[config.mk]
export PLATFORM = sky130hd
export DESIGN_NAME = clti_div
export DESIGN_NICKNAME = d
export VERILOG_FILES = /design/src/rtl/calibration_table_interpolator_macros.svh /design/src/rtl/clti_pkg.sv /design/src/rtl/clti_div.sv
export SDC_FILE = /design/constraint.sdc
export NUM_CORES = 1
export LEC_CHECK = 0
export ABC_AREA = 1
export BUFFER_PORTS_ARGS = -buffer_cell sky130_fd_sc_hd__buf_2
export CAP_MARGIN = 20
export CORE_UTILIZATION = 50
export DETAILED_ROUTE_END_ITERATION = 10
export PLACE_DENSITY = 0.73
export SYNTH_ARGS = -nofsm -noshare
export SYNTH_HDL_FRONTEND = slang
export SYNTH_SLANG_ARGS = --single-unit
[constraint.sdc]
create_clock -name clk -period 3 [get_ports clk]
set_input_delay 0.3 -clock clk [delete_from_list [all_inputs] [get_ports clk]]
set_output_delay 0.3 -clock clk [all_outputs]
set_load 0.1 [all_outputs]
[src/rtl/calibration_table_interpolator_macros.svh]
// Assertion helpers for the calibration table interpolator.
// Each check is sampled on clk and disabled while rst is high.
`ifndef CALIBRATION_TABLE_INTERPOLATOR_MACROS_SVH
`define CALIBRATION_TABLE_INTERPOLATOR_MACROS_SVH

// Condition pre implies condition post in the same cycle.
`define CTI_ASSERT_SAME(name, pre, post) \
  name: assert property (@(posedge clk) disable iff (rst) (pre) |-> (post)) \
    else $error("calibration_table_interpolator: same-cycle check failed");

// Condition pre implies condition post in the next cycle.
`define CTI_ASSERT_NEXT(name, pre, post) \
  name: assert property (@(posedge clk) disable iff (rst) (pre) |=> (post)) \
    else $error("calibration_table_interpolator: next-cycle check failed");

`endif

[src/rtl/clti_pkg.sv]
`timescale 1ns / 1ps
`default_nettype none
package clti_pkg;

  localparam int MAX_POINTS  = 32;
  localparam int PGA_STEPS   = 8;
  localparam int RANGE_STEPS = 4;
  localparam int NCOEF       = 2 * PGA_STEPS + RANGE_STEPS + 2;

  localparam int PT_W    = 5;
  localparam int CNT_W   = 6;
  localparam int COEF_W  = 5;
  localparam int ADDR_W  = 10;
  localparam int FREQ_W  = 24;
  localparam int VAL_W   = 48;
  localparam int WGT_W   = 17;
  localparam int DIV_W   = FREQ_W + 17;
  localparam int WONE    = 65536;

  // Commands.
  localparam logic [1:0] CMD_FREQ   = 2'd0;
  localparam logic [1:0] CMD_COEF   = 2'd1;
  localparam logic [1:0] CMD_LOOKUP = 2'd2;

  // Result status codes.
  localparam logic [2:0] ST_EXACT      = 3'd0;
  localparam logic [2:0] ST_CLAMP_LOW  = 3'd1;
  localparam logic [2:0] ST_CLAMP_HIGH = 3'd2;
  localparam logic [2:0] ST_INTERP     = 3'd3;
  localparam logic [2:0] ST_EMPTY      = 3'd4;

  // One coefficient: real part in the upper half, imaginary in the lower.
  typedef struct packed {
    logic signed [VAL_W-1:0] re;
    logic signed [VAL_W-1:0] im;
  } cplx_t;

endpackage
`default_nettype wire

[src/rtl/clti_div.sv]
`timescale 1ns / 1ps
`default_nettype none
module clti_div import clti_pkg::*; (
  input  wire logic              clk,
  input  wire logic              rst,
  input  wire logic              start,
  input  wire logic [DIV_W-1:0]  dividend,
  input  wire logic [FREQ_W-1:0] divisor,
  output logic                   busy,
  output logic                   done,
  output logic      [DIV_W-1:0]  quotient
);

  logic [CNT_W-1:0]  count;
  logic [FREQ_W:0]   rem;
  logic [FREQ_W-1:0] dvs;
  logic [FREQ_W:0]   rem_sh;
  logic [FREQ_W+1:0] trial;

  // One restoring step: shift in the next dividend bit and try a subtract.
  assign rem_sh = {rem[FREQ_W-1:0], quotient[DIV_W-1]};
  assign trial  = {1'b0, rem_sh} - {2'b00, dvs};

  always_ff @(posedge clk) begin
    if (rst) begin
      busy  <= 1'b0;
      done  <= 1'b0;
      count <= '0;
    end else begin
      done <= 1'b0;
      if (start) begin
        busy  <= 1'b1;
        count <= CNT_W'(DIV_W);
      end else if (busy) begin
        count <= count - 1'b1;
        if (count == CNT_W'(1)) begin
          busy <= 1'b0;
          done <= 1'b1;
        end
      end
    end
  end

  // Datapath: the quotient register doubles as the dividend shifter.
  always_ff @(posedge clk) begin
    if (start) begin
      quotient <= dividend;
      rem      <= '0;
      dvs      <= divisor;
    end else if (busy) begin
      if (!trial[FREQ_W+1]) begin
        rem      <= trial[FREQ_W:0];
        quotient <= {quotient[DIV_W-2:0], 1'b1};
      end else begin
        rem      <= rem_sh;
        quotient <= {quotient[DIV_W-2:0], 1'b0};
      end
    end
  end

endmodule
`default_nettype wire

==> Implementation_results.wiki, run 1 <==
{| class="wikitable"
! Metric !! Value
|-
| Post-synth top area share || 33.32%
|-
| Switching power summed over all nets || 1.252 mW
|-
| Weighted congestion at the end of routability-driven global placement || 0.9858
|-
| Number of vias per cell after detailed routing || 4.850
|-
| RSZ-0062 raised after global routing || no
|-
| Number of iterations in the first detailed-routing pass || 5
|-
| Fraction of power consumed by the clock network || 33.3%
|-
| Overall die area || 12150 um^2
|-
| Total congestion overflow after global routing || 0
|-
| Count of hold-fix buffers inserted at cts || 0
|-
| Die Y-Extent || 110.2 um
|-
| Final number of max-transition violations || 0
|-
| Clock Skews || 7.945 ps
|-
| Synthesis-to-layout area growth || 16.51%
|-
| Library cell used as clock root buffer || sky130_fd_sc_hd__clkbuf_16
|-
| Global-route met1 utilization || 30.16%
|-
| Buffer levels on the longest clock path || 2
|-
| Setup bufs post-CTS || 0
|-
| Peak fanout along the critical path || 14
|-
| Maximum clock frequency || 431.6 MHz
|-
| Number of ports placed on the die boundary || 111
|-
| Worst max-slew margin expressed relative to the limit || 29.25%
|-
| CP max stage cell || sky130_fd_sc_hd__a21oi_4
|-
| H-Tree Level Count || 3
|-
| Die Span X || 110.2 um
|-
| Share of flip-flops with an asynchronous set or reset || 0%
|-
| Buffers on Ports || 110
|-
| Library cells used by synthesis || 34
|-
| Endpoint class of the critical path || flop
|-
| Place WS || 666.0 ps
|-
| Antenna Cells || 0
|-
| Least-Margin Pin Slew || 1061 ps
|-
| Total number of yosys warnings || 0
|-
| PnR worst setup slack || 682.8 ps
|-
| Placement row count || 39
|-
| Net Count, Synth || 900
|-
| Static power due to leakage || 3.713 nW
|-
| Sequential fraction of the synthesis area || 44.25%
|-
| Number of clock buffers inserted by TritonCTS || 9
|-
| Peak supply drop || 0.4357 mV
|-
| Post-synthesis cell count || 805
|-
| Worst EP arrival || 2530 ps
|-
| Critical-path cell list || inv_1 -> ha_1 -> a21oi_1 -> nor2_1 -> nor2_1 -> nand2_1 -> a21oi_4 -> buf_4 -> nand3_1 -> nand3_1 -> o21ai_1
|-
| Delay of the slowest critical-path stage || 400 ps
|-
| Starting utilization of the core area || 51.30%
|-
| Final setup violating endpoints || 0
|-
| Share of power burned in registers || 43.7%
|-
| Outcome || completed
|-
| Initial antenna violation count || 0
|-
| Tot GR Track Use || 23.98%
|-
| Max capacitance violation total || 0
|-
| Leading register cell type out of synthesis || sky130_fd_sc_hd__edfxtp_1
|-
| Hold crit path type || in -> reg
|-
| Cell area after technology mapping || 5858 um^2
|-
| Mean post-synth cell area || 7.277 um^2
|-
| Clk pin slew, worst setup/hold paths || 70 ps
|-
| Total design power || 3.637 mW
|-
| Routed wire per std cell || 12.46 um
|-
| Critical Path Source || dvs[22]$_DFFE_PP_
|-
| Switching Share || 34.41%
|-
| Via count of the first global-routing pass || 4827
|-
| Req. time, crit path || 3210 ps
|-
| Type of the setup path with the least slack || reg -> reg
|-
| Final TNS setup || 0 ps
|-
| Violation count after the first detailed-route iteration || 329
|-
| Launch point of the worst hold path || divisor[7]
|-
| Clock tree sinks || 97
|-
| Final clock period utilization by the worst path || 77.24%
|-
| Largest net degree at the start of global routing || 57
|-
| Global routing met2 resource utilization || 40.15%
|-
| Core area || 11420 um^2
|-
| Min cycle time layout || 2317 ps
|-
| Commonest cells in the synthesized netlist || 354 x sky130_fd_sc_hd__nand2_1, 137 x sky130_fd_sc_hd__inv_1, 65 x sky130_fd_sc_hd__edfxtp_1
|-
| Crit start category || flop
|-
| First-pass GRT wire length || 22.10 mm
|-
| Pwr Density || 532.9 nW/um^2
|-
| Insertion delay to the later sink of the worst-skew pair || 360 ps
|-
| Number of cells in the design after placement || 1044
|-
| Count leader, synth || sky130_fd_sc_hd__nand2_1
|-
| Drc violations || 0
|-
| Number of synthesized flops with an enable pin || 65
|-
| Via count || 5141
|-
| Combinational power share || 23.0%
|-
| Internal cell power || 2.386 mW
|-
| Final worst hold slack || 112.7 ps
|-
| Launch point of the worst reg-to-reg path || dvs[22]$_DFFE_PP_
|-
| PostCTS Resize Cnt || 0
|-
| Clock tree from TritonCTS || built
|-
| Dominant cell type by area after synthesis || sky130_fd_sc_hd__edfxtp_1
|-
| Most area-consuming cells after synthesis || sky130_fd_sc_hd__edfxtp_1 33%, sky130_fd_sc_hd__nand2_1 23%, sky130_fd_sc_hd__dfxtp_1 11%
|-
| Aggregate routed wire length || 13.21 mm
|-
| HPWL reported at the end of detailed placement || 9.732 mm
|-
| Global Route met3 Usage || 5.173%
|-
| Most Used Layer, Global Route || met2
|-
| Non-filler cells in the finished layout || 1060
|-
| Count of endpoints failing hold in the final timing report || 0
|-
| Count of state elements after synthesis || 97
|-
| Post-layout net count || 1007
|-
| Remaining antenna violation count || 0
|-
| Share of post-route cells with drive strength above 1 || 15.59%
|}
==> sequential cells by signal (all words and copies together), names as in the netlist <==
register	count
rem	24
busy	1
count	6
done	1
quotient	41
dvs	24
==> final timing paths <==
check / end / cells after the start / slack, ps
worst max register to register: rem[5]$_SDFFE_PP0P_ / 11 / 680
worst min-delay path: dvs[7]$_DFFE_PP_ / 1 / 110
worst max-delay path: rem[5]$_SDFFE_PP0P_ / 11 / 680
worst min register to register: rem[11]$_SDFFE_PP0P_ / 2 / 470
==> kinds of logic after synthesis <==
kind of cell	synth area share, %
compound gates	3.076
fa+ha+maj	5.895
flops	44.25
xor+xnor	1.645
simple gates	34.32
buf+inv	10.81
==> worst max-delay path: cells and delay by family, from the launching register on <==
kind	cells	cell delay, ps
AOI/OAI and AO/OA	3	680
and+or+nand+nor	5	520
adders and majority gates	1	330
buffers and inverters	2	330
DFF	1	320
==> per-stage QoR <==
| step | cell area, um^2 | util [%] |
|---|---|---|
| 2_1_floorplan | 5858 | - |
| 5_1_grt | 6825 | 59.77 |
| 3_3_place_gp | 6514 | 57.05 |
| 3_5_place_dp | 6514 | 57.05 |
| 6_report | 6825 | 59.77 |
| 4_1_cts | 6825 | 59.77 |
==> metal layers <==
| layer | share of wire [%] | vias up |
|---|---|---|
| met5 | 0 | - |
| met4 | 1.7 | 0 |
| met3 | 6.2 | 13 |
| met2 | 47 | 132 |
| met1 | 45 | 2279 |
| li1 | - | 2717 |
==> power groups by stage <==
stage                     logic [mW]  registers (mW)  clock network, mW
final                          0.838            1.59               1.21
after floorplan                0.232            2.05                  0
after global placement         0.835            1.62                  0
after global routing           0.893            1.60               1.29
after CTS                      0.841            1.59               1.23
after detailed placement       0.841            1.62                  0
==> layout make-up <==
class                   instances  area (um^2)
fillers                      1112         4593
flip-flops and latches         97         2592
multi-input cells             550         2633
clock buffers                  10        239.0
clock inverters                 6        72.57
inverters                     139        521.8
repair buffers                115        588.1
well taps                     143        178.9
==> placed cells by master (no fill, tap or decap), types with 3 or more instances in the layout <==
master,count
sky130_fd_sc_hd__nor2_2,3
sky130_fd_sc_hd__edfxtp_1,65
sky130_fd_sc_hd__buf_2,110
sky130_fd_sc_hd__o21ai_1,5
sky130_fd_sc_hd__clkbuf_16,9
sky130_fd_sc_hd__a21oi_1,12
sky130_fd_sc_hd__a31oi_1,3
sky130_fd_sc_hd__nand2_1,354
sky130_fd_sc_hd__dfxtp_1,32
sky130_fd_sc_hd__o21ai_0,6
sky130_fd_sc_hd__nand4_1,5
sky130_fd_sc_hd__inv_1,137
sky130_fd_sc_hd__nor3_1,3
sky130_fd_sc_hd__nand3b_1,16
sky130_fd_sc_hd__nand3_1,56
sky130_fd_sc_hd__ha_1,26
sky130_fd_sc_hd__nor2_1,34
sky130_fd_sc_hd__buf_4,5
sky130_fd_sc_hd__xnor2_1,9
No activity file was read; power rests on OpenSTA's default activity.
==> run 2: changes to the inputs <==
--- a/config.mk
+++ b/config.mk
@@ -5,12 +5,12 @@
 export SDC_FILE = /design/constraint.sdc
 export NUM_CORES = 1
 export LEC_CHECK = 0
-export ABC_AREA = 1
+export ABC_AREA = 0
 export BUFFER_PORTS_ARGS = -buffer_cell sky130_fd_sc_hd__buf_2
 export CAP_MARGIN = 20
 export CORE_UTILIZATION = 50
 export DETAILED_ROUTE_END_ITERATION = 10
-export PLACE_DENSITY = 0.73
+export PLACE_DENSITY = 0.77
 export SYNTH_ARGS = -nofsm -noshare
 export SYNTH_HDL_FRONTEND = slang
 export SYNTH_SLANG_ARGS = --single-unit
==> constraint.sdc (replaced) <==
create_clock -name clk -period 2.08 [get_ports clk]
set_input_delay 0.208 -clock clk [delete_from_list [all_inputs] [get_ports clk]]
set_output_delay 0.208 -clock clk [all_outputs]
set_load 0.1 [all_outputs]
==> run 2 against run 1 <==
  * The flow now finishes with violations (negative setup slack)
  * Clock skew up 6.2 ps
  * Sequential share of layout area decreased by 2.1 points
  * First-iteration DRC count shrank 52%
  * Critical path type unchanged
  * Routed wire length fell by 3.0%
  * Register-to-register slack lost 1200 ps
  * Worst hold slack worse by 98 ps
  * Cell count down 24%
  * Setup slack worse by 1200 ps
==> Implementation_results.wiki, run 2 <==
{| class="wikitable"
! Metric !! Value
|-
| Tot GR Track Use || 23.50% (-0.47 points)
|-
| Cell area after technology mapping || 5169 um^2 (-12%)
|-
| Mean post-synth cell area || 11.33 um^2 (+56%)
|-
| Worst max-slew margin expressed relative to the limit || 64.76% (+36 points)
|-
| Place WS || -569.6 ps (-1236 ps)
|-
| Outcome || finished with violations
|-
| Initial antenna violation count || 0 (unchanged)
|-
| Max capacitance violation total || 0 (unchanged)
|-
| Total congestion overflow after global routing || 0 (unchanged)
|-
| Req. time, crit path || 2330 ps (-880 ps)
|-
| Largest reg by FF count || quotient
|-
| Most area-consuming cells after synthesis || sky130_fd_sc_hd__edfxtp_1 38%, sky130_fd_sc_hd__dfxtp_1 12%, sky130_fd_sc_hd__mux2_2 8.7%
|-
| Worst EP arrival || 2870 ps (+340 ps)
|-
| Buffer levels on the longest clock path || 2 (unchanged)
|-
| Weighted congestion at the end of routability-driven global placement || 0.8532 (-13%)
|-
| Static power due to leakage || 3.227 nW (-13%)
|-
| Buffers on Ports || 110 (unchanged)
|-
| Total design power || 6.218 mW (+71%)
|-
| Post-synthesis cell count || 456 (-43%)
|-
| Hold crit path type || in -> reg
|-
| Library cell used as clock root buffer || sky130_fd_sc_hd__clkbuf_8
|-
| Endpoint class of the critical path || flop
|-
| Placement row count || 36 (-7.7%)
|-
| Insertion delay to the later sink of the worst-skew pair || 380 ps (+20 ps)
|-
| Largest net degree at the start of global routing || 42 (-26%)
|-
| Drc violations || 0 (unchanged)
|-
| Routed wire per std cell || 15.81 um (+27%)
|-
| HPWL reported at the end of detailed placement || 8.836 mm (-9.2%)
|-
| Commonest cells after routing, fill and taps aside || 109 x sky130_fd_sc_hd__buf_2, 90 x sky130_fd_sc_hd__buf_4, 65 x sky130_fd_sc_hd__edfxtp_1
|-
| Overall die area || 10750 um^2 (-12%)
|-
| Via count of the first global-routing pass || 4362 (-9.6%)
|-
| Number of iterations in the first detailed-routing pass || 5 (unchanged)
|-
| Layout fillers || 687 (-38%)
|-
| Sequential fraction of the synthesis area || 50.16% (+5.9 points)
|-
| PnR worst setup slack || -543.4 ps (-1226 ps)
|-
| Area of combinational cells with multiple inputs || 2604 um^2 (-1.1%)
|-
| Share of flip-flops with an asynchronous set or reset || 0% (unchanged)
|-
| Total number of yosys warnings || 0 (unchanged)
|-
| Clk pin slew, worst setup/hold paths || 100 ps (+30 ps)
|-
| Aggregate routed wire length || 12.81 mm (-3.0%)
|-
| Pwr Density || 859.2 nW/um^2 (+61%)
|-
| Dominant cell type by area after synthesis || sky130_fd_sc_hd__edfxtp_1
|-
| Post-synth top area share || 37.76% (+4.4 points)
|-
| Least-Margin Pin Slew || 528.1 ps (-533.2 ps)
|-
| Peak fanout along the critical path || 13 (-1)
|-
| Die Y-Extent || 103.7 um (-6.0%)
|-
| Die Span X || 103.7 um (-6.0%)
|-
| Leading registers by flop count || quotient: 41 flops, dvs: 24 flops, rem: 24 flops
|-
| Starting utilization of the core area || 52.16% (+0.86 points)
|-
| Share of post-route cells with drive strength above 1 || 45.64% (+30 points)
|-
| Number of ports placed on the die boundary || 111 (unchanged)
|-
| Violation count after the first detailed-route iteration || 158 (-52%)
|-
| Leading register cell type out of synthesis || sky130_fd_sc_hd__edfxtp_1
|-
| Number of clock buffers inserted by TritonCTS || 9 (unchanged)
|-
| Internal cell power || 3.903 mW (+64%)
|-
| Net Count, Synth || 551 (-39%)
|-
| Sequential cell area || 2596 um^2 (+0.14%)
|-
| Antenna Cells || 0 (unchanged)
|-
| Via count || 4338 (-16%)
|-
| Synthesis-to-layout area growth || 40.01%
|-
| Switching power summed over all nets || 2.315 mW (+85%)
|-
| Combinational power share || 38.5% (+16 points)
|-
| RSZ-0062 raised after global routing || yes
|-
| Number of synthesized flops with an enable pin || 65 (unchanged)
|-
| Core area || 9910 um^2 (-13%)
|-
| Peak supply drop || 0.6072 mV (+39%)
|-
| Clock tree from TritonCTS || built
|-
| First-pass GRT wire length || 20.38 mm (-7.8%)
|-
| Maximum clock frequency || 381.2 MHz (-12%)
|-
| Clock Skews || 14.16 ps (+6.210 ps)
|-
| Count of endpoints failing hold in the final timing report || 0 (unchanged)
|-
| Count of state elements after synthesis || 97 (unchanged)
|-
| Final setup violating endpoints || 25 (+25)
|-
| Count leader, synth || sky130_fd_sc_hd__edfxtp_1
|-
| Final number of max-transition violations || 0 (unchanged)
|-
| H-Tree Level Count || 3 (unchanged)
|-
| Final clock period utilization by the worst path || 126.1% (+49 points)
|-
| Post-layout net count || 767 (-24%)
|-
| Leading cell type in the layout, fill and taps excluded || sky130_fd_sc_hd__buf_2
|-
| Clock tree sinks || 97 (unchanged)
|-
| Number of vias per cell after detailed routing || 5.356 (+10%)
|-
| Violations in the final reports || negative setup slack
|-
| Fraction of power consumed by the clock network || 23.4% (-9.9 points)
|-
| Final worst hold slack || 14.41 ps (-98.29 ps)
|-
| Share of power burned in registers || 38.1% (-5.6 points)
|-
| Commonest cells in the synthesized netlist || 65 x sky130_fd_sc_hd__edfxtp_1, 40 x sky130_fd_sc_hd__mux2_2, 36 x sky130_fd_sc_hd__nor2_1
|-
| Switching Share || 37.23% (+2.8 points)
|-
| Min cycle time layout || 2623 ps (+306.2 ps)
|-
| Crit start category || flop
|-
| Remaining antenna violation count || 0 (unchanged)
|-
| Library cells used by synthesis || 52 (+53%)
|-
| Type of the setup path with the least slack || reg -> reg
|-
| Max FFs per register || 41 (unchanged)
|}
## run 2: final cells by class
cell class / count / area share (%)
repair buffers: 224 / 20.71
flip-flops and latches: 97 / 35.87
multi-input cells: 304 / 35.98
clock buffers: 9 / 1.712
inverters: 36 / 1.867
clock inverters: 7 / 1.556
well taps: 133 / 2.299
## run 2: repair_timing
item,in CTS,in global routing
gates cloned,0,0
endpoints found under the setup margin,25,25
hold buffers,16,1
gates resized for setup,20,23
hold endpoints to repair,16,1
setup buffers,5,3
pin swaps,11,14
## run 2: power by group through the flow
stage	Combinational (mW)	Clock (mW)	Sequential [mW]
floorplan	0.885	0	3.04
global placement	2.10	0	2.39
detailed placement	2.15	0	2.41
CTS	2.27	1.46	2.37
global route	2.54	1.54	2.39
finish	2.40	1.45	2.37
## run 2: per-stage QoR
stage	setup TNS (ps)	cells	util, %	cell area, um^2
after floorplan	-19850	456	-	5231
after global placement	-9052	769	65.97	6538
after detailed placement	-11520	769	65.97	6538
after CTS	-10980	806	71.54	7089
after global routing	-13150	810	73.03	7237
final	-10690	810	73.03	7237
## run 2: routing by layer
metal  GRT usage (%)  wire [um]
met1           28.47       5313
met2           41.23       6746
met3           4.783        442
met4           8.776        305
met5               0          0
## run 2: kinds of logic (layout without fill, tap and decap cells)
logic type | after synthesis | in the layout | synth area share, %
flops | 97 | 97 | 50.16
simple gates | 99 | 99 | 9.562
xor+xnor | 21 | 21 | 3.558
buf+inv | 55 | 276 | 4.309
compound gates | 100 | 100 | 13.73
fa+ha+maj | 27 | 27 | 6.681
mux | 57 | 57 | 12.01
## run 2: final timing paths
kind / startpoint / endpoint / slack (ps) / cells past startpoint
max: quotient[40]$_DFFE_PP_ / rem[11]$_SDFFE_PP0P_ / -540 / 12
min: divisor[8] / dvs[8]$_DFFE_PP_ / 10 / 1
max reg2reg: quotient[40]$_DFFE_PP_ / rem[11]$_SDFFE_PP0P_ / -540 / 12
min reg2reg: rem[23]$_SDFFE_PP0P_ / rem[23]$_SDFFE_PP0P_ / 530 / 2
## run 2: worst max-delay path, cell delays in order (launching register included)
cell and delay (ps):
sky130_fd_sc_hd__edfxtp_1 400, sky130_fd_sc_hd__inv_1 80, sky130_fd_sc_hd__ha_2 190, sky130_fd_sc_hd__buf_4 120
sky130_fd_sc_hd__nor2b_4 40, sky130_fd_sc_hd__o31a_1 280, sky130_fd_sc_hd__a211oi_4 270, sky130_fd_sc_hd__o211a_4 200
sky130_fd_sc_hd__nor3_4 50, sky130_fd_sc_hd__nor3_4 260, sky130_fd_sc_hd__buf_12 200, sky130_fd_sc_hd__mux2i_1 280
sky130_fd_sc_hd__a211oi_1 130
==> run 3: changes to the inputs <==
--- a/config.mk
+++ b/config.mk
@@ -5,12 +5,12 @@
 export SDC_FILE = /design/constraint.sdc
 export NUM_CORES = 1
 export LEC_CHECK = 0
-export ABC_AREA = 0
+export ABC_AREA = 1
 export BUFFER_PORTS_ARGS = -buffer_cell sky130_fd_sc_hd__buf_2
 export CAP_MARGIN = 20
 export CORE_UTILIZATION = 50
 export DETAILED_ROUTE_END_ITERATION = 10
-export PLACE_DENSITY = 0.77
+export PLACE_DENSITY = 0.76
 export SYNTH_ARGS = -nofsm -noshare
 export SYNTH_HDL_FRONTEND = slang
 export SYNTH_SLANG_ARGS = --single-unit
==> run 3 against run 2 <==
  * The flow now finishes without violations
  * Cell count increased by 33%
  * Maximum frequency is 31% higher
  * Worst hold slack improved by 6.8 ps
  * Clock power up 34%
  * Global-route usage up 0.78 points
  * Sequential share of layout area is 0.32 points lower
  * Register-to-register slack improved by 620 ps
  * Power fell by 11%
  * Largest power group is now sequential cells
  * Routed wire length grew 8.2%
  * Design area rose by 0.74%
  * Non-clock buffer count fell by 91
  * Die area is 13% higher
==> Implementation_results.wiki, run 3 (synthesized netlist as in run 1, its figures left out) <==
{| class="wikitable"
! Metric !! Value
|-
| Number of vias per cell after detailed routing || 4.892 (-8.7%)
|-
| Violation count after the first detailed-route iteration || 326 (+110%)
|-
| H-Tree Level Count || 3 (unchanged)
|-
| Layout fillers || 1029 (+50%)
|-
| Type of the setup path with the least slack || reg -> reg
|-
| Max capacitance violation total || 0 (unchanged)
|-
| Die Y-Extent || 110.2 um (+6.3%)
|-
| Overall die area || 12150 um^2 (+13%)
|-
| Core area || 11420 um^2 (+15%)
|-
| Post-layout net count || 1026 (+34%)
|-
| Final number of max-transition violations || 0 (unchanged)
|-
| Peak fanout along the critical path || 7 (-6)
|-
| Share of post-route cells with drive strength above 1 || 21.26% (-24 points)
|-
| Clock tree sinks || 97 (unchanged)
|-
| Drc violations || 0 (unchanged)
|-
| Leading registers by flop count || quotient: 41 flops, dvs: 24 flops, rem: 24 flops
|-
| Internal cell power || 3.686 mW (-5.6%)
|-
| CP max stage cell || sky130_fd_sc_hd__edfxtp_1
|-
| Delay of the slowest critical-path stage || 390 ps (about the same)
|-
| Global-route met1 utilization || 31.75% (+3.3 points)
|-
| Count of endpoints failing hold in the final timing report || 0 (unchanged)
|-
| Final setup violating endpoints || 0 (-100%)
|-
| Final clock period utilization by the worst path || 96.09% (-30 points)
|-
| Total congestion overflow after global routing || 0 (unchanged)
|-
| Crit start category || flop
|-
| Buffers on Ports || 110 (unchanged)
|-
| Combinational power share || 23.0% (-16 points)
|-
| Switching Share || 33.18% (-4.1 points)
|-
| Via count || 5278 (+22%)
|-
| Final worst hold slack || 21.17 ps (+6.756 ps)
|-
| Aggregate routed wire length || 13.86 mm (+8.2%)
|-
| Buffer levels on the longest clock path || 2 (unchanged)
|-
| Most Used Layer, Global Route || met2
|-
| Commonest cells after routing, fill and taps aside || 340 x sky130_fd_sc_hd__nand2_1, 133 x sky130_fd_sc_hd__inv_1, 110 x sky130_fd_sc_hd__buf_2
|-
| Tot GR Track Use || 24.28% (+0.78 points)
|-
| Endpoint class of the critical path || flop
|-
| Min cycle time layout || 1999 ps (-624.8 ps)
|-
| Largest reg by FF count || quotient
|-
| Static power due to leakage || 3.827 nW (+19%)
|-
| Fraction of power consumed by the clock network || 35.4% (+12 points)
|-
| Initial antenna violation count || 0 (unchanged)
|-
| Least-Margin Pin Slew || 499.0 ps (-29.01 ps)
|-
| Global Route met3 Usage || 4.586% (-0.20 points)
|-
| Critical-path cell list || inv_2 -> ha_4 -> nand2_1 -> nand2_1 -> nand2_1 -> nand2_1 -> nand2_1 -> nand2_2 -> a21oi_4 -> buf_6 -> buf_4 -> nand3_1 -> nand3_1 -> o21ai_0
|-
| Final TNS setup || 0 ps (+10690 ps)
|-
| Max FFs per register || 41 (unchanged)
|-
| Largest net degree at the start of global routing || 51 (+21%)
|-
| Maximum clock frequency || 500.3 MHz (+31%)
|-
| Switching power summed over all nets || 1.830 mW (-21%)
|-
| Insertion delay to the later sink of the worst-skew pair || 360 ps (-20 ps)
|-
| Die Span X || 110.2 um (+6.3%)
|-
| Clock tree from TritonCTS || built
|-
| Antenna Cells || 0 (unchanged)
|-
| Buf/Inv on CP || 3 (unchanged)
|-
| Number of iterations in the first detailed-routing pass || 5 (unchanged)
|-
| Worst EP arrival || 2230 ps (-640 ps)
|-
| Library cell used as clock root buffer || sky130_fd_sc_hd__clkbuf_16
|-
| Via count of the first global-routing pass || 4987 (+14%)
|-
| Number of clock buffers inserted by TritonCTS || 9 (unchanged)
|-
| Count of hold-fix buffers inserted at cts || 0 (-16)
|-
| Cell class contributing the biggest share of worst-path delay || simple AND/OR/NAND/NOR gates
|-
| Routed wire per std cell || 12.84 um (-19%)
|-
| Global routing met2 resource utilization || 39.84% (-1.4 points)
|-
| First-pass GRT wire length || 22.63 mm (+11%)
|-
| Leading cell type in the layout, fill and taps excluded || sky130_fd_sc_hd__nand2_1
|-
| Starting utilization of the core area || 51.30% (-0.86 points)
|-
| Number of ports placed on the die boundary || 111 (unchanged)
|-
| Peak supply drop || 0.6574 mV (+8.3%)
|-
| Outcome || completed
|-
| Placement row count || 39 (+8.3%)
|-
| Worst max-slew margin expressed relative to the limit || 66.96% (+2.2 points)
|-
| Pwr Density || 756.5 nW/um^2 (-12%)
|-
| Req. time, crit path || 2310 ps (-20 ps)
|-
| RSZ-0062 raised after global routing || yes
|-
| Synthesis-to-layout area growth || 24.46%
|-
| Clk pin slew, worst setup/hold paths || 70 ps (-30 ps)
|-
| Most numerous cell on the critical path || sky130_fd_sc_hd__nand2_1
|-
| Hold crit path type || in -> reg
|-
| Weighted congestion at the end of routability-driven global placement || 0.9498 (+11%)
|-
| Share of power burned in registers || 41.6% (+3.5 points)
|-
| HPWL reported at the end of detailed placement || 9.972 mm (+13%)
|-
| Clock Skews || 10.50 ps (-3.657 ps)
|-
| Remaining antenna violation count || 0 (unchanged)
|}
run 3: layout make-up:
type | count | area (um^2) | area share [%]
Multi-Input combinational cell | 551 | 2888 | 39.61
Sequential cell | 97 | 2592 | 35.56
Timing Repair Buffer | 133 | 754.5 | 10.35
Inverter | 139 | 526.8 | 7.225
Clock buffer | 9 | 225.2 | 3.089
Tap cell | 143 | 178.9 | 2.454
Clock inverter | 7 | 125.1 | 1.716
run 3: layer usage:
metal	routed length, um	vias up
met5	0	-
met4	250	0
met3	836	17
met2	6516	157
met1	6256	2348
li1	-	2756
run 3: final timing paths:
check                            start                   end  depth (start not counted)  slack, ps
setup / recovery     dvs[10]$_DFFE_PP_   rem[3]$_SDFFE_PP0P_                         14         80
hold / removal              divisor[1]      dvs[1]$_DFFE_PP_                          1         20
setup reg to reg     dvs[10]$_DFFE_PP_   rem[3]$_SDFFE_PP0P_                         14         80
hold reg to reg   rem[12]$_SDFFE_PP0P_  rem[12]$_SDFFE_PP0P_                          2        470
run 3: power groups by stage:
stage / Clock [mW] / Combinational [mW] / Sequential [mW]
2_1_floorplan: 0 / 0.343 / 2.96
3_3_place_gp: 0 / 1.22 / 2.33
3_5_place_dp: 0 / 1.23 / 2.33
4_1_cts: 1.98 / 1.23 / 2.29
5_1_grt: 2.06 / 1.35 / 2.31
6_report: 1.95 / 1.27 / 2.29
run 3: timing repair:
action / in CTS / in global routing
setup endpoints to repair: 0 / 25
setup buffers: 0 / 7
gates resized for setup: 0 / 43
run 3: through the flow:
| step | worst slack [ps] | power (mW) | instances | area, um^2 | util [%] |
|---|---|---|---|---|---|
| 2_1_floorplan | -342.7 | 3.301 | 805 | 5909 | - |
| 3_3_place_gp | 55.05 | 3.550 | 1055 | 6648 | 58.22 |
| 3_5_place_dp | 62.61 | 3.562 | 1055 | 6648 | 58.22 |
| 4_1_cts | 46.83 | 5.506 | 1071 | 6998 | 61.29 |
| 5_1_grt | -35.02 | 5.727 | 1079 | 7291 | 63.85 |
| 6_report | 81.37 | 5.515 | 1079 | 7291 | 63.85 |
